==> config.mk <==
export PLATFORM = sky130hd
export DESIGN_NAME = modem_response_classifier_core
export DESIGN_NICKNAME = d
export VERILOG_FILES = /design/src/hdl/mrc_pkg.sv /design/src/hdl/mrc_cell.sv /design/src/hdl/modem_response_classifier_core.sv
export SDC_FILE = /design/constraint.sdc
export NUM_CORES = 1
export LEC_CHECK = 0
export BUFFER_PORTS_ARGS = -buffer_cell sky130_fd_sc_hd__buf_2
export CORE_MARGIN = 2
export CORE_UTILIZATION = 30
export CTS_BUF_LIST = sky130_fd_sc_hd__clkbuf_16
export CTS_CLUSTER_SIZE = 14
export DETAILED_ROUTE_END_ITERATION = 10
export GPL_ROUTABILITY_DRIVEN = 0
export HOLD_SLACK_MARGIN = 0.05
export SETUP_SLACK_MARGIN = 0.3
export SLEW_MARGIN = 20
export SYNTH_ARGS = -nofsm -noshare
export SYNTH_HDL_FRONTEND = slang
export SYNTH_SLANG_ARGS = --single-unit
==> constraint.sdc <==
create_clock -name clk -period 9.05 [get_ports clk]
set_input_delay 0.905 -clock clk [delete_from_list [all_inputs] [get_ports clk]]
set_output_delay 0.905 -clock clk [all_outputs]
set_load 0.02 [all_outputs]
==> src/hdl/mrc_pkg.sv <==
`timescale 1ns / 1ps
// ----------------------------------------------------------------------------
// mrc_pkg
// Shared types and constants of the modem response classifier: item kinds,
// the fixed reply strings and the control bundle of a window cell.
// ----------------------------------------------------------------------------
package mrc_pkg;

    // number of fixed replies and bytes of history kept before the newest byte
    localparam int NUM_REPLIES = 12;
    localparam int WINDOW      = 9;
    localparam int CODE_W      = 4;
    localparam int TICK_W      = 17;
    localparam int LIMIT_W     = 16;

    // item kinds
    typedef enum logic [1:0] {
        KIND_START = 2'd0,
        KIND_BYTE  = 2'd1,
        KIND_TICK  = 2'd2
    } kind_t;

    // characters with special handling
    localparam logic [7:0] CHAR_LF    = 8'h0A;
    localparam logic [7:0] CHAR_CR    = 8'h0D;
    localparam logic [7:0] CHAR_SPACE = 8'h20;
    localparam logic [7:0] CHAR_NUL   = 8'h00;

    // reply strings, right aligned: last character in bits [7:0]
    localparam logic [79:0] REPLY_TEXT [NUM_REPLIES] = '{
        80'("OK"),
        80'("ERROR"),
        80'("CONNECT"),
        80'("NO CARRIER"),
        80'("IP STATUS"),
        80'("IP INITIAL"),
        80'("SHUT OK"),
        80'("CLOSED"),
        80'("DEACT"),
        80'("READY"),
        80'("."),
        80'("POWER DOWN")
    };

    localparam logic [3:0] REPLY_LEN [NUM_REPLIES] = '{
        4'd2, 4'd5, 4'd7, 4'd10, 4'd9, 4'd10, 4'd7, 4'd6, 4'd5, 4'd5, 4'd1, 4'd10
    };

    // control of one window cell
    typedef struct packed {
        logic shift;
        logic clear;
    } cell_ctrl_t;

endpackage

==> src/hdl/mrc_cell.sv <==
`timescale 1ns / 1ps
// ----------------------------------------------------------------------------
// mrc_cell
// One position of the byte history. Holds a byte, takes its neighbor's byte
// on a store and checks its byte against every reply at its distance from
// the end of the reply.
// ----------------------------------------------------------------------------
module mrc_cell #(
    parameter int POS = 0
) (
    input  logic                                clk,
    input  logic                                rst_n,
    input  mrc_pkg::cell_ctrl_t                 ctrl,
    input  logic [7:0]                          byte_in,
    output logic [7:0]                          byte_out,
    output logic [mrc_pkg::NUM_REPLIES-1:0]     match
);
    import mrc_pkg::*;

    // distance of this cell's byte from the end of a reply
    localparam int DIST = POS + 1;

    logic [7:0] byte_reg;
    logic [7:0] byte_next;

    // shift or clear the held byte
    always_comb
    begin
        byte_next = byte_reg;
        if (ctrl.clear)
        begin
            byte_next = CHAR_NUL;
        end
        else if (ctrl.shift)
        begin
            byte_next = byte_in;
        end
    end

    always_ff @(posedge clk or negedge rst_n)
    begin
        if (!rst_n)
        begin
            byte_reg <= CHAR_NUL;
        end
        else
        begin
            byte_reg <= byte_next;
        end
    end

    // per reply compare; positions beyond a reply's length always agree
    always_comb
    begin
        for (int k = 0; k < NUM_REPLIES; k++)
        begin
            if (DIST >= int'(REPLY_LEN[k]))
            begin
                match[k] = 1'b1;
            end
            else
            begin
                match[k] = (byte_reg == REPLY_TEXT[k][8*DIST +: 8]);
            end
        end
    end

    assign byte_out = byte_reg;

endmodule

==> src/hdl/modem_response_classifier_core.sv <==
`timescale 1ns / 1ps
// ----------------------------------------------------------------------------
// modem_response_classifier_core
// Classifies modem reply text over one timed session and returns the code of
// the highest-ranked reply seen.
// ----------------------------------------------------------------------------
// Takes one item per clock cycle while in_ready is high. Received bytes
// move through a row of nine cells that hold the recent text; each cell
// compares its byte with all twelve replies in parallel, so a byte's match
// flags are settled in the cycle it is accepted. The response code goes into
// an output register and is offered the cycle after the timing-out tick is
// accepted. While that code waits, items that cause no result are still
// taken; a tick that would time out waits until the output register is free.
// ----------------------------------------------------------------------------
module modem_response_classifier_core #(
    parameter int TEXT_DEPTH = 60
) (
    input  logic                            clk,
    input  logic                            rst_n,
    input  logic                            in_valid,
    output logic                            in_ready,
    input  logic [1:0]                      kind,
    input  logic [7:0]                      rx_byte,
    input  logic [mrc_pkg::LIMIT_W-1:0]     limit_ticks,
    output logic                            out_valid,
    input  logic                            out_ready,
    output logic [mrc_pkg::CODE_W-1:0]      response_code
);
    import mrc_pkg::*;

    localparam int COUNT_W = $clog2(TEXT_DEPTH + 1);

    logic [NUM_REPLIES-1:0] found_reg, found_next;
    logic [COUNT_W-1:0]     count_reg, count_next;
    logic                   ended_reg, ended_next;
    logic                   open_reg, open_next;
    logic [TICK_W-1:0]      tick_reg, tick_next;
    logic [LIMIT_W-1:0]     limit_reg, limit_next;
    logic                   out_valid_reg, out_valid_next;
    logic [CODE_W-1:0]      code_reg, code_next;

    logic                   accept;
    logic                   is_start;
    logic                   is_byte;
    logic                   is_tick;
    logic [TICK_W-1:0]      tick_inc;
    logic                   tick_fires;
    logic                   store;
    logic [7:0]             byte_map;
    logic [NUM_REPLIES-1:0] hit;
    logic [CODE_W-1:0]      best_code;
    cell_ctrl_t             cell_ctrl;
    logic [7:0]             cell_byte [WINDOW-1];
    logic [NUM_REPLIES-1:0] cell_match [WINDOW];

    // item decode
    always_comb
    begin
        is_start = 1'b0;
        is_byte  = 1'b0;
        is_tick  = 1'b0;
        unique case (kind_t'(kind))
            KIND_START: is_start = 1'b1;
            KIND_BYTE:  is_byte  = 1'b1;
            KIND_TICK:  is_tick  = 1'b1;
            default:    ;
        endcase
    end

    // timeout check and handshake
    assign tick_inc   = tick_reg + TICK_W'(1);
    assign tick_fires = is_tick && open_reg && (tick_inc > TICK_W'(limit_reg));
    assign in_ready   = !out_valid_reg || out_ready || !tick_fires;
    assign accept     = in_valid && in_ready;
    assign store      = accept && is_byte && open_reg &&
                        (count_reg < COUNT_W'(TEXT_DEPTH));

    // line ends are kept as spaces
    assign byte_map = ((rx_byte == CHAR_CR) || (rx_byte == CHAR_LF)) ? CHAR_SPACE : rx_byte;

    // cell row control
    assign cell_ctrl.shift = store;
    assign cell_ctrl.clear = accept && tick_fires;

    // row of history cells, newest first
    genvar gi;
    generate
        for (gi = 0; gi < WINDOW; gi++)
        begin : g_cell
            logic [7:0] chain_in;
            if (gi == 0)
            begin : g_head
                assign chain_in = byte_map;
            end
            else
            begin : g_body
                assign chain_in = cell_byte[gi-1];
            end

            if (gi < WINDOW - 1)
            begin : g_mid
                mrc_cell #(
                    .POS (gi)
                ) u_cell (
                    .clk      (clk),
                    .rst_n    (rst_n),
                    .ctrl     (cell_ctrl),
                    .byte_in  (chain_in),
                    .byte_out (cell_byte[gi]),
                    .match    (cell_match[gi])
                );
            end
            else
            begin : g_tail
                mrc_cell #(
                    .POS (gi)
                ) u_cell (
                    .clk      (clk),
                    .rst_n    (rst_n),
                    .ctrl     (cell_ctrl),
                    .byte_in  (chain_in),
                    .byte_out (),
                    .match    (cell_match[gi])
                );
            end
        end
    endgenerate

    // a reply ends at the new byte when its last character matches and all
    // cells agree
    always_comb
    begin
        for (int k = 0; k < NUM_REPLIES; k++)
        begin
            hit[k] = (byte_map == REPLY_TEXT[k][7:0]);
            for (int i = 0; i < WINDOW; i++)
            begin
                hit[k] = hit[k] && cell_match[i][k];
            end
        end
    end

    // highest found reply wins
    always_comb
    begin
        best_code = '0;
        for (int k = 0; k < NUM_REPLIES; k++)
        begin
            if (found_reg[k])
            begin
                best_code = CODE_W'(k + 1);
            end
        end
    end

    // session state update
    always_comb
    begin
        found_next     = found_reg;
        count_next     = count_reg;
        ended_next     = ended_reg;
        open_next      = open_reg;
        tick_next      = tick_reg;
        limit_next     = limit_reg;
        out_valid_next = out_valid_reg && !out_ready;
        code_next      = code_reg;

        if (accept)
        begin
            if (is_start)
            begin
                open_next  = 1'b1;
                limit_next = limit_ticks;
                tick_next  = '0;
            end
            else if (store)
            begin
                count_next = count_reg + COUNT_W'(1);
                if (byte_map == CHAR_NUL)
                begin
                    ended_next = 1'b1;
                end
                else if (!ended_reg)
                begin
                    found_next = found_reg | hit;
                end
            end
            else if (is_tick && open_reg)
            begin
                if (tick_fires)
                begin
                    out_valid_next = 1'b1;
                    code_next      = best_code;
                    found_next     = '0;
                    count_next     = '0;
                    ended_next     = 1'b0;
                    open_next      = 1'b0;
                    tick_next      = '0;
                end
                else
                begin
                    tick_next = tick_inc;
                end
            end
        end
    end

    always_ff @(posedge clk or negedge rst_n)
    begin
        if (!rst_n)
        begin
            found_reg     <= '0;
            count_reg     <= '0;
            ended_reg     <= 1'b0;
            open_reg      <= 1'b0;
            tick_reg      <= '0;
            limit_reg     <= '0;
            out_valid_reg <= 1'b0;
        end
        else
        begin
            found_reg     <= found_next;
            count_reg     <= count_next;
            ended_reg     <= ended_next;
            open_reg      <= open_next;
            tick_reg      <= tick_next;
            limit_reg     <= limit_next;
            out_valid_reg <= out_valid_next;
        end
    end

    // result payload
    always_ff @(posedge clk)
    begin
        code_reg <= code_next;
    end

    assign out_valid     = out_valid_reg;
    assign response_code = code_reg;

endmodule

Word-level counts from Yosys, hierarchy flattened
Cells that the tools add are included.
{ "word_totals": {"reg_bits": 130, "output_inout_bits": 6, "word_cells": 242} }
{ "op_classes": {"add_sub_neg": 2, "magnitude_cmp": 2, "n_eq_ne": 69, "muxes": 56, "bitwise": 3, "reduce_logical": 92} }
{ "ops": {"columns": ["op", "n"], "rows": [
  ["$eq 8x7->1 const B", 56],
  ["$mux 8", 19],
  ["$logic_and 1x1->1", 71],
  ["$mux 17", 4],
  ["$mux 12", 5],
  ["$eq 8x6->1 const B", 5],
  ["$mux 4", 6],
  ["$mux 6", 3],
  ["$add 17x1->17 const B", 1],
  ["$gt 17x16->1", 1],
  ["$eq 8x4->1 const B", 2],
  ["$mux 1", 15],
  ["$mux 3", 4],
  ["$or 12x12->12", 1],
  ["$reduce_and 5->1", 2],
  ["$reduce_bool 2->1", 5],
  ["$logic_not 8->1", 1],
  ["$reduce_and 4->1", 2],
  ["$add 6x1->6 const B", 1],
  ["$lt 6x6->1 const B", 1],
  ["$ne 2x2->1 const B", 3],
  ["$reduce_and 6->1", 1],
  ["$reduce_or 5->1", 1],
  ["$logic_not 1->1", 3],
  ["8 further kinds", 11]
]} }

Logic depth before layout (Yosys ltp)
Gate-level depths: netlist of run 1.
{ "depth": {"word_depth": 17, "depth_mapped": 15, "ltp_nobuf": 14} }

By module
A second synthesis of run 1 with hierarchy kept.
{ "hier_totals": {"cells_unflattened": 818, "area_unflattened_um2": 7669.9} }
{ "modules_own_cells": {"columns": ["module", "instances", "cells_per_inst", "area_per_inst_um2", "seq_area_each_um2"], "rows": [
  ["modem_response_classifier_core", 1, 408, 3522.1, 1471.4],
  ["mrc_cell at g_cell[1].g_mid.u_cell", 1, 48, 489.2, 200.2],
  ["mrc_cell at g_cell[5].g_mid.u_cell", 1, 46, 479.2, 200.2],
  ["mrc_cell at g_cell[3].g_mid.u_cell", 1, 48, 476.7, 200.2],
  ["mrc_cell at g_cell[2].g_mid.u_cell", 1, 47, 455.4, 200.2],
  ["mrc_cell at g_cell[8].g_tail.u_cell", 1, 43, 454.2, 200.2],
  ["mrc_cell at g_cell[4].g_mid.u_cell", 1, 46, 452.9, 200.2],
  ["mrc_cell at g_cell[6].g_mid.u_cell", 1, 43, 447.9, 200.2],
  ["mrc_cell at g_cell[7].g_mid.u_cell", 1, 44, 446.7, 200.2],
  ["mrc_cell at g_cell[0].g_mid.u_cell", 1, 45, 445.4, 200.2]
]} }

Worst setup path before layout of run 1
Ideal clock, no wire load.
{ "synth_path": {"path_kind": "reg2out", "from": "reg tick_reg[0]", "to": "out in_ready", "t_arrival_ns": 2.828, "required_ns": 8.145, "setup_slack_ns": 5.317, "stages_incl_launch_ff": 12, "cell_sequence": "dfrtp_1 > ha_1 > and3_1 > nand4_1 > or2_2 > nand2_1 > ha_1 > nand4_1 > nor2_1 > a41oi_1 > a21oi_2 > or4_1"} }
{ "synth_via": {"elab_chain_len": 5} }
{ "synth_rtl": {"columns": ["item", "line_no", "rtl"], "rows": [
  ["start, declared", "modem_response_classifier_core.sv:37", "logic [TICK_W-1:0] tick_reg, tick_next;"],
  ["start signal, assigned", "modem_response_classifier_core.sv:226", "tick_reg <= tick_next;"],
  ["$add 17x1->17", "modem_response_classifier_core.sv:71", "assign tick_inc = tick_reg + TICK_W'(1);"],
  ["$gt 17x16->1", "modem_response_classifier_core.sv:72", "assign tick_fires = is_tick && open_reg && (tick_inc > TICK_W'(limit_reg));"],
  ["$logic_and 1x1->1", "modem_response_classifier_core.sv:72", null],
  ["$logic_not 1->1", "modem_response_classifier_core.sv:73", "assign in_ready = !out_valid_reg || out_ready || !tick_fires;"],
  ["$logic_or 1x1->1", "modem_response_classifier_core.sv:73", null],
  ["end, declared", "modem_response_classifier_core.sv:21", "output logic in_ready,"]
]} }
No other way between the ends.

Worst setup path after layout of run 1
Ends and elaborated chain as after synthesis.

==> results of run 1 <==
-- through the flow --
step / hold slack [ns] / setup WS [ns] / utilization / power, W
2_1_floorplan: 0.463 / 5.32 / - / 0.000924
3_3_place_gp: 0.495 / 4.96 / 0.327 / 0.00103
3_5_place_dp: 0.502 / 4.84 / 0.327 / 0.00103
4_1_cts: 0.485 / 4.54 / 0.354 / 0.00173
5_1_grt: 0.508 / 4.20 / 0.354 / 0.00181
6_report: 0.464 / 4.56 / 0.354 / 0.00171
-- layout make-up --
cell class                 count  area [um2]  area share
clock inverter                15         164      0.0212
multi-input combinational    595        3230       0.417
sequential                   130        3270       0.422
clock buffer                  17         425      0.0549
tap                          280         350      0.0452
inverter                      23        86.3      0.0111
timing repair buffer          40         219      0.0283
-- path summary, 6_finish.rpt --
kind	cells after the start	startpoint	slack, ns	to
setup / recovery	12	tick_reg[0]	4.56	in_ready
max in group asynchronous	2	rst_n	7.37	g_cell[0].g_mid.u_cell.byte_out[1]
setup reg to reg	14	tick_reg[0]	4.81	g_cell[8].g_tail.u_cell.byte_out[7]
min in group clk	1	count_reg[0]	0.50	count_reg[0]
hold reg to reg	1	count_reg[0]	0.50	count_reg[0]
hold / removal	1	rst_n	0.46	limit_reg[3]
-- kinds of logic after synthesis --
family | Yosys count
mux | 3
fa+ha+maj | 18
buf+inv | 58
xor+xnor | 9
simple gates | 399
flops | 130
compound gates | 166
-- layout by cell type, fill, tap and decap left out, types with 6 or more instances in the layout --
cell / count
a21oi_1: 75
inv_8: 6
nand3_1: 38
dfrtp_1: 126
and3_1: 8
nor2b_1: 6
nor2_1: 46
a21o_1: 9
buf_2: 34
nand4b_1: 8
ha_1: 18
nor3_1: 16
nor4_1: 14
nand2b_1: 13
clkbuf_16: 17
nand4_1: 15
inv_1: 22
o21ai_0: 42
nand2_1: 202
-- worst max-delay path: stages (launching register included) --
cell and delay [ns]:
dfrtp_1 0.43, ha_1 0.23, and3_1 0.24, nand4_1 0.19, or2_2 0.33, nand2_1 0.08, ha_1 0.24, nand4_1 0.10
nor2_1 0.06, a41oi_1 0.43, a21oi_2 0.15, or4_1 0.52, buf_2 0.17
-- power by group --
part / total [W] / internal (W) / switching [W] / leakage, nW
clock: 0.000687 / 0.000392 / 0.000295 / 0.290
combinational: 0.000224 / 0.0000930 / 0.000131 / 1.39
sequential: 0.000801 / 0.000675 / 0.000126 / 1.70
-- layer usage --
| metal | routed length [um] | part of all wire |
|---|---|---|
| met1 | 8260 | 0.48 |
| met5 | 0 | 0 |
| met3 | 955 | 0.055 |
| met4 | 378 | 0.022 |
| met2 | 7630 | 0.44 |
==> impl_metrics.py, run 1 <==
metrics = {
    "run_status": {
        "outcome": "finished clean",
    },
    "timing": {
        "worst_pin_slew_ns": 0.864,
        "relSlewSlack": 0.424,
        "finalHoldViolCount": 0,
        "tns_ns": 0,
        "setup-violations-final": 0,
        "min_period_over_period": 0.497,
        "report.final.slew_viol_count": 0,
        "clock_skew_ns": 0.0123,
        "fmax_mhz": 223,
        "finalCriticalPeriod_ns": 4.49,
        "grt_setup_unrepaired": "no",
    },
    "floorplanning": {
        "start_util": 0.307,
        "fp.dieW_um": 154,
        "num_rows": 54,
        "die_y_um": 154,
        "io_pins": 36,
        "core_area_mm2": 0.0219,
        "fp.dieArea_mm2": 0.0236,
    },
    "global_route": {
        "top_usage_layer": "met2",
        "grt_start_max_net_pins": 80,
        "antenna_found_initial": 0,
        "grt_use_met3": 0.0366,
        "grt_pass1_vias": 5487,
        "grt_pass1_wl_mm": 28.9,
        "grtUsageMet1": 0.217,
        "grt_use_total": 0.152,
        "grt.overflow.total": 0,
        "met2_usage": 0.226,
    },
    "synthesis": {
        "synth_xor_area_frac": 0.0117,
        "synthMuxAreaShare": 0.00466,
        "yosysMostFrequentCell": "nand2_1",
        "async_reset_ff_frac": 0.969,
        "syn_nets": 831,
        "synthCells": 783,
        "netlist_area_mm2": 0.00672,
        "synthTopCellsByArea": "dfrtp_1 47%, nand2_1 11%, a21oi_1 5.6%",
        "avgSynthCellArea_um2": 8.58,
        "synth_warnings": 0,
        "synth-adder-area-share": 0.0335,
        "synth.distinct_cells": 57,
        "ys_seq_area_frac": 0.487,
        "synth-compound-area-share": 0.146,
        "yosysTopAreaCellShare": 0.469,
        "synth_top_family_by_area": "simple AND/OR/NAND/NOR gates",
        "ys.flop_type": "dfrtp_1",
        "synth_common_cells": "202 x nand2_1, 126 x dfrtp_1, 75 x a21oi_1",
        "synth-edff-count": 4,
        "synth-seq-cells": 130,
        "synthSimpleGateAreaFrac": 0.282,
        "yosysTopAreaCell": "dfrtp_1",
    },
    "cells_and_area": {
        "fin_nets": 855,
        "design_area_mm2": 0.00775,
        "antennaDiodeCount": 0,
        "instances_no_fill": 1100,
        "num-fill-cells": 2270,
        "area_delta_synth_final_pct": 15.3,
        "drive_gt1_frac": 0.110,
        "largest_register_ffs": 64,
    },
    "clock_network": {
        "cts_sinks": 130,
        "cts_tree": "yes",
        "post_cts_buffers": 0,
        "cts.path.max_buffers": 2,
        "numCtsBuffers": 17,
        "insertion_delay_ns": 0.43,
        "htree_levels": 4,
        "clk_pin_slew_ns": 0.06,
        "cts_root_buf": "clkbuf_16",
        "cts.repair.resized": 0,
        "holdBufCountCts": 0,
    },
    "pwr": {
        "power.density_mw_per_mm2": 221,
        "peakVddDrop_uv": 146,
        "p_leak_nw": 3.38,
    },
    "route": {
        "drtPass1Iterations": 5,
        "wl_per_cell_um": 15.7,
        "viasPerCell": 5.21,
        "drt_iter0_drc": 537,
        "wl_mm": 17.2,
        "ant_nets": 0,
        "vias": 5731,
        "drc": 0,
    },
    "critical_path": {
        "criticalPathCategory": "reg2out",
        "cp-end-kind": "output port",
        "critPathRequiredTime_ns": 8.15,
        "crit_fanout": 6,
        "cp_data_arrival_time_ns": 3.59,
        "cp-start-kind": "flip-flop",
    },
    "place": {
        "dp.cells": 1068,
        "io_buffers": 35,
        "dp_hpwl_mm": 11.8,
        "dpl_cell_area_mm2": 0.00716,
    },
    "run": {
        "drv_cap": 0,
    },
    "min_path": {
        "worstHoldPathType": "in2async",
    },
}
Power figures use the tool's default switching activity.
==> run 2: changes to the inputs <==
- clock period: 9.05 -> 4 ns (I/O delays scaled with it)
==> run 2 against run 1 <==
Utilization up 1.6 points. Sequential share of layout area down 1.8 points. Die area is the same. Register-to-register slack got worse by 4.4 ns. Critical endpoint unchanged. Hold slack worse by 0.28 ns. Critical path type unchanged. Worst setup slack lost 4.2 ns. Power increased by 130%. Cell count increased by 1.5%. Sequential cell count stayed put. Clock-buffer cell count unchanged. First-iteration DRC count rose by 8.6%. Clock power up 140%.
==> impl_metrics.py, run 2 (same netlist as run 1, synthesis figures left out) <==
metrics = {
    "run_status": {
        "outcome": "finished clean",
    },
    "timing": {
        "tns_ns": 0,
        "report.final.slew_viol_count": 0,
        "fmax_mhz": 275,
        "grt_setup_unrepaired": "yes",
        "clock_skew_ns": 0.0109,
        "worst_pin_slew_ns": 1.07,
        "finalHoldViolCount": 0,
        "setup-violations-final": 0,
        "finalCriticalPeriod_ns": 3.64,
        "holdWs_ns": 0.181,
        "min_period_over_period": 0.909,
        "relSlewSlack": 0.284,
    },
    "pwr": {
        "comb_power_share": 0.136,
        "seq_power_share": 0.455,
        "p_int_w": 0.00280,
        "total_power_w": 0.00398,
        "netSwitchingFraction": 0.297,
        "power.density_mw_per_mm2": 492,
        "p_leak_nw": 3.51,
        "p_switching_w": 0.00118,
        "p_clk_frac": 0.409,
        "peakVddDrop_uv": 309,
    },
    "critical_path": {
        "cp_data_arrival_time_ns": 3.24,
        "criticalPathCategory": "reg2out",
        "rrSetupSlack_ns": 0.41,
        "cp-start-kind": "flip-flop",
        "cp-end-kind": "output port",
        "critPathRequiredTime_ns": 3.60,
        "crit_fanout": 4,
    },
    "global_route": {
        "antenna_found_initial": 0,
        "grt_use_total": 0.156,
        "grt.overflow.total": 0,
        "grt_pass1_wl_mm": 29.6,
        "grt_start_max_net_pins": 71,
        "grt_pass1_vias": 5612,
    },
    "floorplanning": {
        "fp.dieArea_mm2": 0.0236,
        "core_area_mm2": 0.0219,
        "fp.dieW_um": 154,
        "num_rows": 54,
        "io_pins": 36,
        "start_util": 0.307,
        "die_y_um": 154,
    },
    "place": {
        "dp_hpwl_mm": 12.4,
        "dp.cells": 1073,
        "io_buffers": 35,
        "dpl_cell_area_mm2": 0.00721,
    },
    "cells_and_area": {
        "fin_nets": 873,
        "antennaDiodeCount": 0,
        "design_area_mm2": 0.00809,
        "drive_gt1_frac": 0.157,
        "area_delta_synth_final_pct": 20.5,
        "largest_register_ffs": 64,
        "instances_no_fill": 1117,
        "final_cell_mix": "199 x nand2_1, 124 x dfrtp_1, 73 x a21oi_1",
        "final_common_cell": "nand2_1",
    },
    "clock_network": {
        "htree_levels": 4,
        "numCtsBuffers": 17,
        "insertion_delay_ns": 0.42,
        "cts_sinks": 130,
        "clk_pin_slew_ns": 0.06,
        "cts.path.max_buffers": 2,
        "cts_root_buf": "clkbuf_16",
        "cts_tree": "yes",
    },
    "route": {
        "drtPass1Iterations": 5,
        "ant_nets": 0,
        "drc": 0,
        "wl_mm": 18.1,
        "wl_per_cell_um": 16.2,
        "drt_iter0_drc": 583,
        "vias": 5874,
        "viasPerCell": 5.26,
    },
    "min_path": {
        "worstHoldPathType": "in2reg",
    },
    "run": {
        "drv_cap": 0,
    },
}
[run 2: area by class of cell]
type                    count  area, um2
well taps                 280        350
fillers                  2255      13800
clock buffers              17        425
clock inverters            14        188
multi-input cells         595       3380
repair buffers             58        379
inverters                  23       88.8
flip-flops and latches    130       3280
[run 2: worst max-delay path, cell delays in order (launching register included)]
cell,delay (ns)
dfrtp_1,0.44
ha_4,0.18
nand3_2,0.09
or3_4,0.37
nand2_1,0.12
ha_4,0.22
nand4_1,0.16
nor3_2,0.07
a211o_1,0.28
a2111o_1,0.46
a21oi_2,0.18
or4_4,0.14
buf_6,0.10
[run 2: metrics by stage]
step	util	worst slack, ns
after floorplan	-	0.772
after global placement	0.329	0.379
after detailed placement	0.329	0.251
after CTS	0.360	0.325
after global routing	0.370	0.173
final	0.370	0.363
[run 2: power groups by stage]
stage	combinational, W	clock, W	sequential [W]
6_report	0.000541	0.00163	0.00181
5_1_grt	0.000627	0.00172	0.00184
4_1_cts	0.000526	0.00166	0.00180
3_5_place_dp	0.000514	0	0.00183
3_3_place_gp	0.000502	0	0.00182
2_1_floorplan	0.000383	0	0.00171
[run 2: routing by layer]
| layer | track usage | wire length [um] | part of all wire | vias up |
|---|---|---|---|---|
| met5 | 0 | 0 | 0 | - |
| met1 | 0.219 | 8610 | 0.47 | 2873 |
| li1 | - | - | - | 2830 |
| met2 | 0.239 | 8510 | 0.47 | 155 |
| met3 | 0.0344 | 819 | 0.045 | 16 |
| met4 | 0.0485 | 198 | 0.011 | 0 |
[run 2: repair_timing]
action | 4_1_cts | 5_1_grt
hold buffers | 1 | 0
endpoints found under the setup margin | 11 | 77
pin swaps | 3 | 15
cloned | 0 | 0
endpoints found under the hold margin | 68 | 0
gates resized for setup | 2 | 35
buffers inserted | 5 | 7
[run 2: path summary, 6_finish.rpt]
kind | end | from | cells past startpoint
max in group asynchronous | g_cell[4].g_mid.u_cell.byte_out[1] | rst_n | 3
worst min register to register | count_reg[0] | count_reg[0] | 1
min in group asynchronous | limit_reg[0] | rst_n | 2
worst max-delay path | in_ready | tick_reg[0] | 12
worst min-delay path | limit_reg[5] | limit_ticks[5] | 3
worst max register to register | tick_reg[0] | tick_reg[0] | 13
==> run 3: changes to the inputs <==
- ABC_AREA: default -> 1
- PLACE_DENSITY_LB_ADDON: default -> 0.25
==> run 3 against run 2 <==
Global-route usage up 0.18 points. Clock-buffer cell count unchanged. Final area up 2.1%. Clock power fell by 8%. Die area increased by 3.9%. First-iteration DRC count is 14% lower. Worst setup slack better by 0.17 ns. Synthesized cell count rose by 9.3%. Utilization down 0.69 points. Via count up 1.0%. Largest power group unchanged.
==> impl_metrics.py, run 3 <==
metrics = {
    "synthesis": {
        "yosysMostFrequentCell": "inv_1",
        "syn_nets": 904,
        "ys.flop_type": "dfrtp_1",
        "async_reset_ff_frac": 0.969,
        "synthTopCellsByArea": "dfrtp_1 45%, inv_1 7.6%, nand2_1 7.5%",
        "synth-edff-count": 4,
        "synth_common_cells": "142 x inv_1, 140 x nand2_1, 126 x dfrtp_1",
        "avgSynthCellArea_um2": 8.16,
        "synth_warnings": 0,
        "yosysTopAreaCell": "dfrtp_1",
        "synth.distinct_cells": 43,
        "ys_seq_area_frac": 0.468,
        "netlist_area_mm2": 0.00699,
        "synthCells": 856,
        "synth-seq-cells": 130,
        "yosysTopAreaCellShare": 0.451,
    },
    "timing": {
        "setup-violations-final": 0,
        "grt_setup_unrepaired": "no",
        "relSlewSlack": 0.458,
        "tns_ns": 0,
        "worst_pin_slew_ns": 0.812,
        "finalCriticalPeriod_ns": 3.47,
        "finalHoldViolCount": 0,
        "report.final.slew_viol_count": 0,
        "min_period_over_period": 0.868,
        "fmax_mhz": 288,
        "clock_skew_ns": 0.0127,
    },
    "critical_path": {
        "cp-start-kind": "flip-flop",
        "path_common_cell": "nand2_1",
        "criticalPathCategory": "reg2out",
        "cp_slowest_cell": "dfrtp_1",
        "critPathRequiredTime_ns": 3.60,
        "path_cells": "ha_4 > nand2_2 > nor2_2 > nand3_2 > nor2_4 > inv_4 > nor3_4 > xnor2_1 > inv_1 > ha_4 > nand4_1 > inv_1 > nand2_1 > nand2_1 > nand2_1 > nand2_1 > nand2_1 > nand2_2 > nand3_4 > buf_6",
        "slowest_delay_ns": 0.43,
        "crit_family": "simple AND/OR/NAND/NOR gates",
        "crit_fanout": 5,
        "crit_buf_inv": 4,
        "cp-end-kind": "output port",
        "cp_data_arrival_time_ns": 3.07,
    },
    "global_route": {
        "grt_use_total": 0.157,
        "antenna_found_initial": 2,
        "grt_pass1_vias": 5596,
        "grt.overflow.total": 0,
        "grt_pass1_wl_mm": 30.1,
        "grt_start_max_net_pins": 70,
    },
    "route": {
        "wl_mm": 18.5,
        "wl_met2_mm": 8.09,
        "vias": 5934,
        "wl_met3_mm": 1.04,
        "viasPerCell": 4.85,
        "drt_iter0_drc": 499,
        "top_layer": "met5",
        "wl_per_cell_um": 15.1,
        "met1Wirelength_mm": 9.09,
        "ant_nets": 0,
        "drc": 0,
        "drtPass1Iterations": 5,
    },
    "run": {
        "drv_cap": 0,
    },
    "clock_network": {
        "clk_pin_slew_ns": 0.06,
        "numCtsBuffers": 17,
        "htree_levels": 4,
        "cts_root_buf": "clkbuf_16",
        "cts_sinks": 130,
        "holdBufCountCts": 0,
        "cts_tree": "yes",
        "cts.path.max_buffers": 2,
        "insertion_delay_ns": 0.41,
    },
    "pwr": {
        "peakVddDrop_uv": 212,
        "comb_power_share": 0.185,
        "netSwitchingFraction": 0.315,
        "p_switching_w": 0.00124,
        "seq_power_share": 0.435,
        "p_int_w": 0.00270,
        "p_clk_frac": 0.380,
        "power.density_mw_per_mm2": 478,
        "p_leak_nw": 3.79,
    },
    "place": {
        "dp_hpwl_mm": 13.7,
        "dpl_cell_area_mm2": 0.00753,
        "dp.cells": 1187,
        "io_buffers": 35,
    },
    "cells_and_area": {
        "final_common_cell": "inv_1",
        "final_cell_mix": "143 x inv_1, 139 x nand2_1, 126 x dfrtp_1",
        "fin_nets": 946,
        "area_delta_synth_final_pct": 18.2,
        "antennaDiodeCount": 0,
        "instances_no_fill": 1223,
        "drive_gt1_frac": 0.129,
        "largest_register_ffs": 64,
        "design_area_mm2": 0.00826,
    },
    "run_status": {
        "outcome": "finished clean",
    },
    "floorplanning": {
        "start_util": 0.307,
        "io_pins": 36,
        "fp.dieArea_mm2": 0.0245,
        "num_rows": 55,
        "core_area_mm2": 0.0228,
        "fp.dieW_um": 157,
        "die_y_um": 157,
    },
    "min_path": {
        "worstHoldPathType": "in2async",
    },
}
[run 3: cell count changes after synthesis, moves of 9 or more]
cell / previous run / this run
clkbuf_1: 25 / 2
nand2_1: 202 / 140
nor3_1: 16 / 25
nor2_1: 46 / 76
nand4_1: 15 / 38
o22ai_2: 0 / 10
nand3_1: 38 / 69
o22ai_1: 2 / 40
nand2b_1: 13 / 0
a21oi_1: 75 / 28
inv_1: 22 / 142
[run 3: final cells by class]
type	count	area, um2
clock inverters	14	140
multi-input cells	554	3120
inverters	146	556
clock buffers	17	425
flip-flops and latches	130	3270
fillers	2348	14500
well taps	313	392
repair buffers	49	355
[run 3: cells by family after synthesis]
family,after synthesis,share of synthesized area
and+or+nand+nor,386,0.261
buffers and inverters,172,0.0986
AOI/OAI and AO/OA,137,0.123
DFF,130,0.468
adders and majority gates,18,0.0322
xor gates and xnor gates,13,0.0163
[run 3: power groups by stage]
stage	Combinational, W	Sequential (W)	Clock [W]
floorplan	0.000511	0.00168	0
global placement	0.000707	0.00173	0
detailed placement	0.000715	0.00173	0
CTS	0.000718	0.00171	0.00153
global route	0.000842	0.00175	0.00159
finish	0.000732	0.00172	0.00150
[run 3: metal layers]
metal / vias up / track usage
met3: 21 / 0.0374
met4: 4 / 0.0472
met2: 161 / 0.235
met5: - / 0
li1: 2970 / -
met1: 2778 / 0.225
[run 3: final timing paths]
path | cells past startpoint | start | to | slack (ns)
worst min-delay path | 1 | rst_n | limit_reg[6] | 0.07
worst max register to register | 23 | tick_reg[0] | tick_reg[15] | 0.60
min in group clk | 3 | limit_ticks[3] | limit_reg[3] | 0.24
worst max-delay path | 20 | tick_reg[0] | in_ready | 0.53
worst min register to register | 2 | limit_reg[0] | limit_reg[0] | 0.49
max in group asynchronous | 2 | rst_n | open_reg | 3.09
[run 3: per-stage QoR]
stage	setup slack, ns	hold slack [ns]	util	power (W)
after global placement	0.398	0.472	0.331	0.00244
after floorplan	0.809	0.104	-	0.00219
after global routing	0.290	0.149	0.363	0.00418
after CTS	0.336	0.0978	0.356	0.00396
final	0.529	0.0680	0.363	0.00395
after detailed placement	0.304	0.477	0.331	0.00244
[run 3: timing repair]
action / CTS / global route
endpoints found under the setup margin: 5 / 112
setup buffers: 0 / 5
endpoints found under the hold margin: 0 / 0
pin swaps: 0 / 9
resized for setup: 1 / 22
